==> config.mk <==
export PLATFORM = sky130hd
export DESIGN_NAME = header_length_frame_receiver_unit
export DESIGN_NICKNAME = d
export VERILOG_FILES = /design/src/hw/rtl/hlfr_pkg.sv /design/src/hw/rtl/header_length_frame_receiver_unit.sv /design/src/hw/rtl/hlfr_parser.sv
export SDC_FILE = /design/constraint.sdc
export NUM_CORES = 1
export LEC_CHECK = 0
export BUFFER_PORTS_ARGS = -buffer_cell sky130_fd_sc_hd__clkbuf_2
export CAP_MARGIN = 20
export CORE_UTILIZATION = 30
export DETAILED_ROUTE_END_ITERATION = 8
export MAX_ROUTING_LAYER = met4
export SLEW_MARGIN = 10
export SYNTH_ARGS = -nofsm -noshare
export SYNTH_HDL_FRONTEND = slang
export SYNTH_HIERARCHICAL = 1
export SYNTH_SLANG_ARGS = --single-unit
==> constraint.sdc <==
create_clock -name clk -period 3.9 [get_ports clk]
set_input_delay 0.195 -clock clk [delete_from_list [all_inputs] [get_ports clk]]
set_output_delay 0.195 -clock clk [all_outputs]
set_load 0.05 [all_outputs]
==> src/hw/rtl/hlfr_pkg.sv <==
package hlfr_pkg;

    // longest accepted frame length (command byte plus payload bytes)
    localparam int unsigned MAX_FRAME_LEN = 189;

    localparam logic [7:0] SYNC_FIRST  = 8'h5A;
    localparam logic [7:0] SYNC_SECOND = 8'hA5;
    localparam logic [7:0] MIN_LEN     = 8'd2;
    localparam logic [7:0] MAX_LEN     = 8'(MAX_FRAME_LEN);
    // highest payload index that a legal frame can carry
    localparam logic [7:0] MAX_INDEX   = 8'(MAX_FRAME_LEN - 2);

    // parser phase codes
    localparam logic [2:0] PH_HUNT  = 3'd0;
    localparam logic [2:0] PH_SYNC1 = 3'd1;
    localparam logic [2:0] PH_SYNC2 = 3'd2;
    localparam logic [2:0] PH_CMD   = 3'd3;
    localparam logic [2:0] PH_DATA  = 3'd4;

    typedef struct packed {
        logic [7:0] frame_command;
        logic [7:0] data_byte;
        logic [7:0] data_index;
        logic       last_of_frame;
    } result_t;

    // a byte that restarts the scan: first header byte or keep hunting
    function automatic logic [2:0] rescan_one(input logic [7:0] b);
        return (b == SYNC_FIRST) ? PH_SYNC1 : PH_HUNT;
    endfunction

endpackage

==> src/hw/rtl/header_length_frame_receiver_unit.sv <==
// Frame receiver for serial bytes framed as 0x5A, 0xA5, length, command and
// then length-1 payload bytes, with length from 2 to 189 (a longer or shorter
// length is a header error). Bytes come in on the in_valid/in_stall channel,
// one item per byte; every payload byte leaves on the out_valid/out_stall
// channel with the frame's command, its index from zero and a last-of-frame
// flag, while header, length and command bytes give no output item. A bad
// header resynchronises like a sliding window: the oldest header byte is
// dropped and the rest rescanned, so a wrong second byte of 0x5A starts a new frame.
// A payload byte accepted into the input register is parsed there and lands in
// the result register once that register is free, and its item is offered from
// there; one byte is accepted every cycle, and the only thing that holds the
// input back is a payload byte waiting for a result register that is full and
// stalled.
module header_length_frame_receiver_unit
(
    input  logic       clk,
    input  logic       rst_n,
    input  logic       in_valid,
    output logic       in_stall,
    input  logic [7:0] rx_byte,
    output logic       out_valid,
    input  logic       out_stall,
    output logic [7:0] frame_command,
    output logic [7:0] data_byte,
    output logic [7:0] data_index,
    output logic       last_of_frame
);

    // input register
    logic               in_valid_reg;
    logic [7:0]         byte_reg;

    // result register
    logic               out_valid_reg;
    hlfr_pkg::result_t  result_reg;

    logic               emit;
    hlfr_pkg::result_t  result;
    logic               out_free;
    logic               advance;
    logic               in_accept;

    // result register can take a new item this cycle
    assign out_free  = !out_valid_reg || !out_stall;
    // byte in the input register is parsed; bytes with no output never wait
    assign advance   = in_valid_reg && (!emit || out_free);
    assign in_stall  = in_valid_reg && !advance;
    assign in_accept = in_valid && !in_stall;

    hlfr_parser u_parser
    (
        .clk     (clk),
        .rst_n   (rst_n),
        .step    (advance),
        .rx_byte (byte_reg),
        .emit    (emit),
        .result  (result)
    );

    always_ff @(posedge clk or negedge rst_n)
    begin
        if (!rst_n)
        begin
            in_valid_reg <= 1'b0;
        end
        else if (in_accept)
        begin
            in_valid_reg <= 1'b1;
        end
        else if (advance)
        begin
            in_valid_reg <= 1'b0;
        end
    end

    always_ff @(posedge clk)
    begin
        if (in_accept)
        begin
            byte_reg <= rx_byte;
        end
    end

    always_ff @(posedge clk or negedge rst_n)
    begin
        if (!rst_n)
        begin
            out_valid_reg <= 1'b0;
        end
        else if (out_free)
        begin
            out_valid_reg <= advance && emit;
        end
    end

    always_ff @(posedge clk)
    begin
        if (out_free && advance && emit)
        begin
            result_reg <= result;
        end
    end

    assign out_valid     = out_valid_reg;
    assign frame_command = result_reg.frame_command;
    assign data_byte     = result_reg.data_byte;
    assign data_index    = result_reg.data_index;
    assign last_of_frame = result_reg.last_of_frame;

endmodule

==> src/hw/rtl/hlfr_parser.sv <==
module hlfr_parser
(
    input  logic                     clk,
    input  logic                     rst_n,
    input  logic                     step,
    input  logic [7:0]               rx_byte,
    output logic                     emit,
    output hlfr_pkg::result_t        result
);

    logic [2:0] phase_reg;
    logic [2:0] phase_next;
    logic [7:0] remaining_reg;
    logic [7:0] remaining_next;
    logic [7:0] command_reg;
    logic [7:0] command_next;
    logic [7:0] position_reg;
    logic [7:0] position_next;
    logic       last;

    assign emit = (phase_reg == hlfr_pkg::PH_DATA);
    assign last = (remaining_reg <= 8'd1);

    assign result.frame_command = command_reg;
    assign result.data_byte     = rx_byte;
    assign result.data_index    = position_reg;
    assign result.last_of_frame = last;

    always_comb
    begin
        phase_next     = phase_reg;
        remaining_next = remaining_reg;
        command_next   = command_reg;
        position_next  = position_reg;
        case (phase_reg)
            hlfr_pkg::PH_SYNC1:
            begin
                phase_next = (rx_byte == hlfr_pkg::SYNC_SECOND) ? hlfr_pkg::PH_SYNC2
                                                                 : hlfr_pkg::rescan_one(rx_byte);
            end
            hlfr_pkg::PH_SYNC2:
            begin
                // out-of-range length drops both header bytes and rescans this one
                if (rx_byte < hlfr_pkg::MIN_LEN || rx_byte > hlfr_pkg::MAX_LEN)
                begin
                    phase_next = hlfr_pkg::rescan_one(rx_byte);
                end
                else
                begin
                    remaining_next = rx_byte;
                    phase_next     = hlfr_pkg::PH_CMD;
                end
            end
            hlfr_pkg::PH_CMD:
            begin
                command_next   = rx_byte;
                remaining_next = remaining_reg - 8'd1;
                position_next  = 8'd0;
                phase_next     = (remaining_reg == 8'd1) ? hlfr_pkg::PH_HUNT
                                                         : hlfr_pkg::PH_DATA;
            end
            hlfr_pkg::PH_DATA:
            begin
                position_next = position_reg + 8'd1;
                if (last)
                begin
                    remaining_next = 8'd0;
                    phase_next     = hlfr_pkg::PH_HUNT;
                end
                else
                begin
                    remaining_next = remaining_reg - 8'd1;
                end
            end
            default:
            begin
                // hunting, and unused codes treated as hunting
                phase_next = hlfr_pkg::rescan_one(rx_byte);
            end
        endcase
    end

    always_ff @(posedge clk or negedge rst_n)
    begin
        if (!rst_n)
        begin
            phase_reg     <= hlfr_pkg::PH_HUNT;
            remaining_reg <= 8'd0;
            command_reg   <= 8'd0;
            position_reg  <= 8'd0;
        end
        else if (step)
        begin
            phase_reg     <= phase_next;
            remaining_reg <= remaining_next;
            command_reg   <= command_next;
            position_reg  <= position_next;
        end
    end

endmodule

==> flow_summary_export.csv <==
group,metric,value,unit
outcome,status,"finished clean",
setup_path,r2r_end,"u_parser/position_reg[7]",
pwr,switchingPower,293.2,uW
sta,slew_violations,0,
synth,async_flop_share,46.77,%
setup_path,crit_fanout,10,
sta,worst_pin_slew,770.2,ps
die,ioPinCount,39,
sta,setup_viol,0,
sta,hold_viol_final,0,
cells_and_area,num-nets-final,265,
setup_path,crit_slowest_cell,"a31oi_1",
synth,synth_cell_types,54,
cells_and_area,drive_gt1_share,29.41,%
cells_and_area,mostFrequentLayoutCell,"clkbuf_2",
global_routing,antenna_found_initial,0,
routing,wire_per_inst,15.31,um
routing,drt.antenna.violating_nets,0,
die,dieWidth,97.35,um
pwr,peakVddDrop,0.0002138,V
synth,synthFlopType,"edfxtp_1",
routing,dr.max_layer_used,"met4",
synth,synth-edff-count,33,
setup_path,cp_num_buf_inv,1,
setup_path,cpPeakStageDelay,590,ps
routing,met3_length,301,um
place,port_buffers,38,
die,start_util,31.13,%
global_routing,grt_first_pass_wirelength,9.025,mm
clock_network,cts.clk_slew.worst_paths,70,ps
die,core,0.008763,mm^2
place,dp.final_hpwl,3.772,mm
flow_run,drv_cap,0,
synth,ys_seq_elements,62,
routing,dr.pass1.iters,4,
global_routing,gr-total-overflow,0,
die,num_rows,34,
routing,wl_met2,2.567,mm
sta,fin_crit,2648,ps
clock_network,cts.path.max_buffers,2,
synth,avgSynthCellArea,12.93,um^2
sta,fin_crit_sh,67.89,%
pwr,seqPwrFrac,49.8,%
setup_path,path_cells,"or3b_1 -> inv_4 -> a31oi_1 -> nand2_1 -> a2111oi_4 -> nand4_1 -> xor2_1 -> a21oi_2",
sta,relSlewSlack,48.41,%
setup_path,r2r_start,"u_parser/phase_reg[2]",
synth,synthCells,211,
pwr,intPower,1135,uW
min_path,whs_path_depth,1,
synth,synthesis.nets,226,
clock_network,clock_latency,340,ps
clock_network,numCtsBuffers,9,
setup_path,crit_path_end_kind,"flop",
sta,fin_setup_tns,0,ps
cells_and_area,synthToLayoutAreaGrowth,18.76,%
global_routing,grt_max_degree,30,
min_path,hold_end,"byte_reg[6]",
routing,num_vias,1891,
sta,rsz0062_at_grt,"no",
pwr,power_frac_comb,2.2,%
clock_network,post_cts.repair.setup_buffers,0,
synth,yosysSeqAreaShare,62.94,%
setup_path,crit_family,"compound AO/OA/AOI/OAI gates",
cells_and_area,finish.utilization,36.96,%
die,dieArea,0.009477,mm^2
routing,drt-initial-drc-count,102,
min_path,hp-class,"input port to flop",
setup_path,rrSetupSlack,1250,ps
routing,m1WireLength,2.430,mm
routing,viasPerCell,5.209,
setup_path,start_kind,"flop",
clock_network,clock_sinks,62,
sta,fmax,0.3777,GHz
place,gp_congestion,0.8284,
global_routing,grtUsageTotal,12.74,%
clock_network,clock-root-buffer,"clkbuf_8",
clock_network,htree_levels,3,
setup_path,worstSetupPathType,"flop to flop",
routing,drc,0,
sta,clock_skew,12.84,ps
min_path,min-delay-start,"rx_byte[6]",
die,die_h,97.35,um
pwr,switching_share,20.53,%
global_routing,grt_pass1_vias,1765,
pwr,cellPowerDensity,440.9,mW/mm^2
cells_and_area,antenna_cells,0,
clock_network,cts_tree,"done",
cells_and_area,final_cell_mix,"38 x clkbuf_2, 33 x edfxtp_1, 29 x dfrtp_1",
pwr,clkPwrFrac,48.0,%
setup_path,worstRegToRegCells,8,
synth,ys_warn_count,6,
pwr,leakage,0.001303,uW
clock_network,post_cts_resized,0,
setup_path,crit_required,4090,ps
routing,wirelength,5.558,mm
setup_path,crit_arrival,2840,ps
synth,synth_area,0.002728,mm^2
[metal layers]
metal / GRT usage, % / vias up
met2: 18.15 / 73
li1: - / 878
met5: - / -
met3: 3.165 / 17
met1: 15.59 / 923
met4: 9.615 / 0
[power by group through the flow]
stage / logic (uW) / clock network, uW / registers (uW)
after global routing: 35.6 / 729 / 713
after floorplan: 22.5 / 0 / 718
after CTS: 31.1 / 703 / 711
after global placement: 30.0 / 0 / 725
after detailed placement: 30.1 / 0 / 725
final: 31.5 / 685 / 712
[cell families (layout without fill, tap and decap cells)]
group	Yosys count	in the layout	synth area share [%]
and+or+nand+nor	58	58	11.56
DFF	62	62	62.94
buffers and inverters	22	66	4.725
xor gates and xnor gates	2	2	0.6423
muxes	9	9	3.670
adders and majority gates	3	3	1.376
AOI/OAI and AO/OA	55	55	15.09
[worst max path at each step]
stage                               start  slack, ps                  endpoint  cells past startpoint
floorplan           u_parser/phase_reg[1]       1130              data_byte[0]                      5
global placement    u_parser/phase_reg[2]       1420  u_parser/position_reg[7]                      8
detailed placement  u_parser/phase_reg[2]       1300  u_parser/position_reg[7]                      8
CTS                 u_parser/phase_reg[2]       1280  u_parser/position_reg[7]                      8
global route        u_parser/phase_reg[2]       1040  u_parser/position_reg[7]                      8
finish              u_parser/phase_reg[2]       1250  u_parser/position_reg[7]                      8
[what timing repair did]
| action | in CTS | in global routing |
|---|---|---|
| hold endpoints to repair | 29 | 1 |
| endpoints found under the setup margin | 0 | 0 |
| hold buffers | 1 | 1 |
[synthesized netlist by cell type, types with 3 or more instances]
| master | count | area [um^2] |
|---|---|---|
| edfxtp_1 | 33 | 991.0 |
| dfrtp_1 | 29 | 725.7 |
| nand2_1 | 13 | 48.80 |
| nor2_1 | 12 | 45.04 |
| buf_4 | 9 | 67.56 |
| o21ai_0 | 9 | 45.04 |
| a21oi_1 | 8 | 40.04 |
| mux2_2 | 8 | 90.09 |
| inv_1 | 7 | 26.28 |
| o2bb2ai_1 | 6 | 52.55 |
| nand3_1 | 5 | 25.02 |
| a31oi_1 | 4 | 25.02 |
| nand4_1 | 4 | 25.02 |
| nor4_1 | 4 | 25.02 |
| o211ai_1 | 4 | 30.03 |
| ha_1 | 3 | 37.54 |
| nand2b_1 | 3 | 18.77 |
[per-stage QoR]
| step | hold slack, ps | worst slack, ps | area [um^2] | std cells | total power, uW |
|---|---|---|---|---|---|
| CTS | 2.396 | 1283 | 3229 | 362 | 1446 |
| global route | 4.099 | 1041 | 3239 | 363 | 1477 |
| global placement | 296.6 | 1421 | 2975 | 345 | 755.0 |
| detailed placement | 299.7 | 1304 | 2975 | 345 | 755.4 |
| floorplan | -100.6 | 1133 | 2728 | 211 | 740.5 |
| finish | 22.26 | 1252 | 3239 | 363 | 1428 |
[worst reg2reg max path, stage by stage, from the launching register on]
cell and delay [ps]:
dfrtp_1 420, or3b_1 440, inv_4 120, a31oi_1 590
nand2_1 200, a2111oi_4 340, nand4_1 160, xor2_1 190
a21oi_2 40
[cell type report]
class                   count  area, um^2
flip-flops and latches     62        1717
clock inverters             7       120.1
clock buffers               9       123.9
fillers                   859        5524
repair buffers             42       225.2
multi-input cells         127       885.9
well taps                 108       135.1
inverters                   8       32.53
Power figures use the tool's default switching activity.
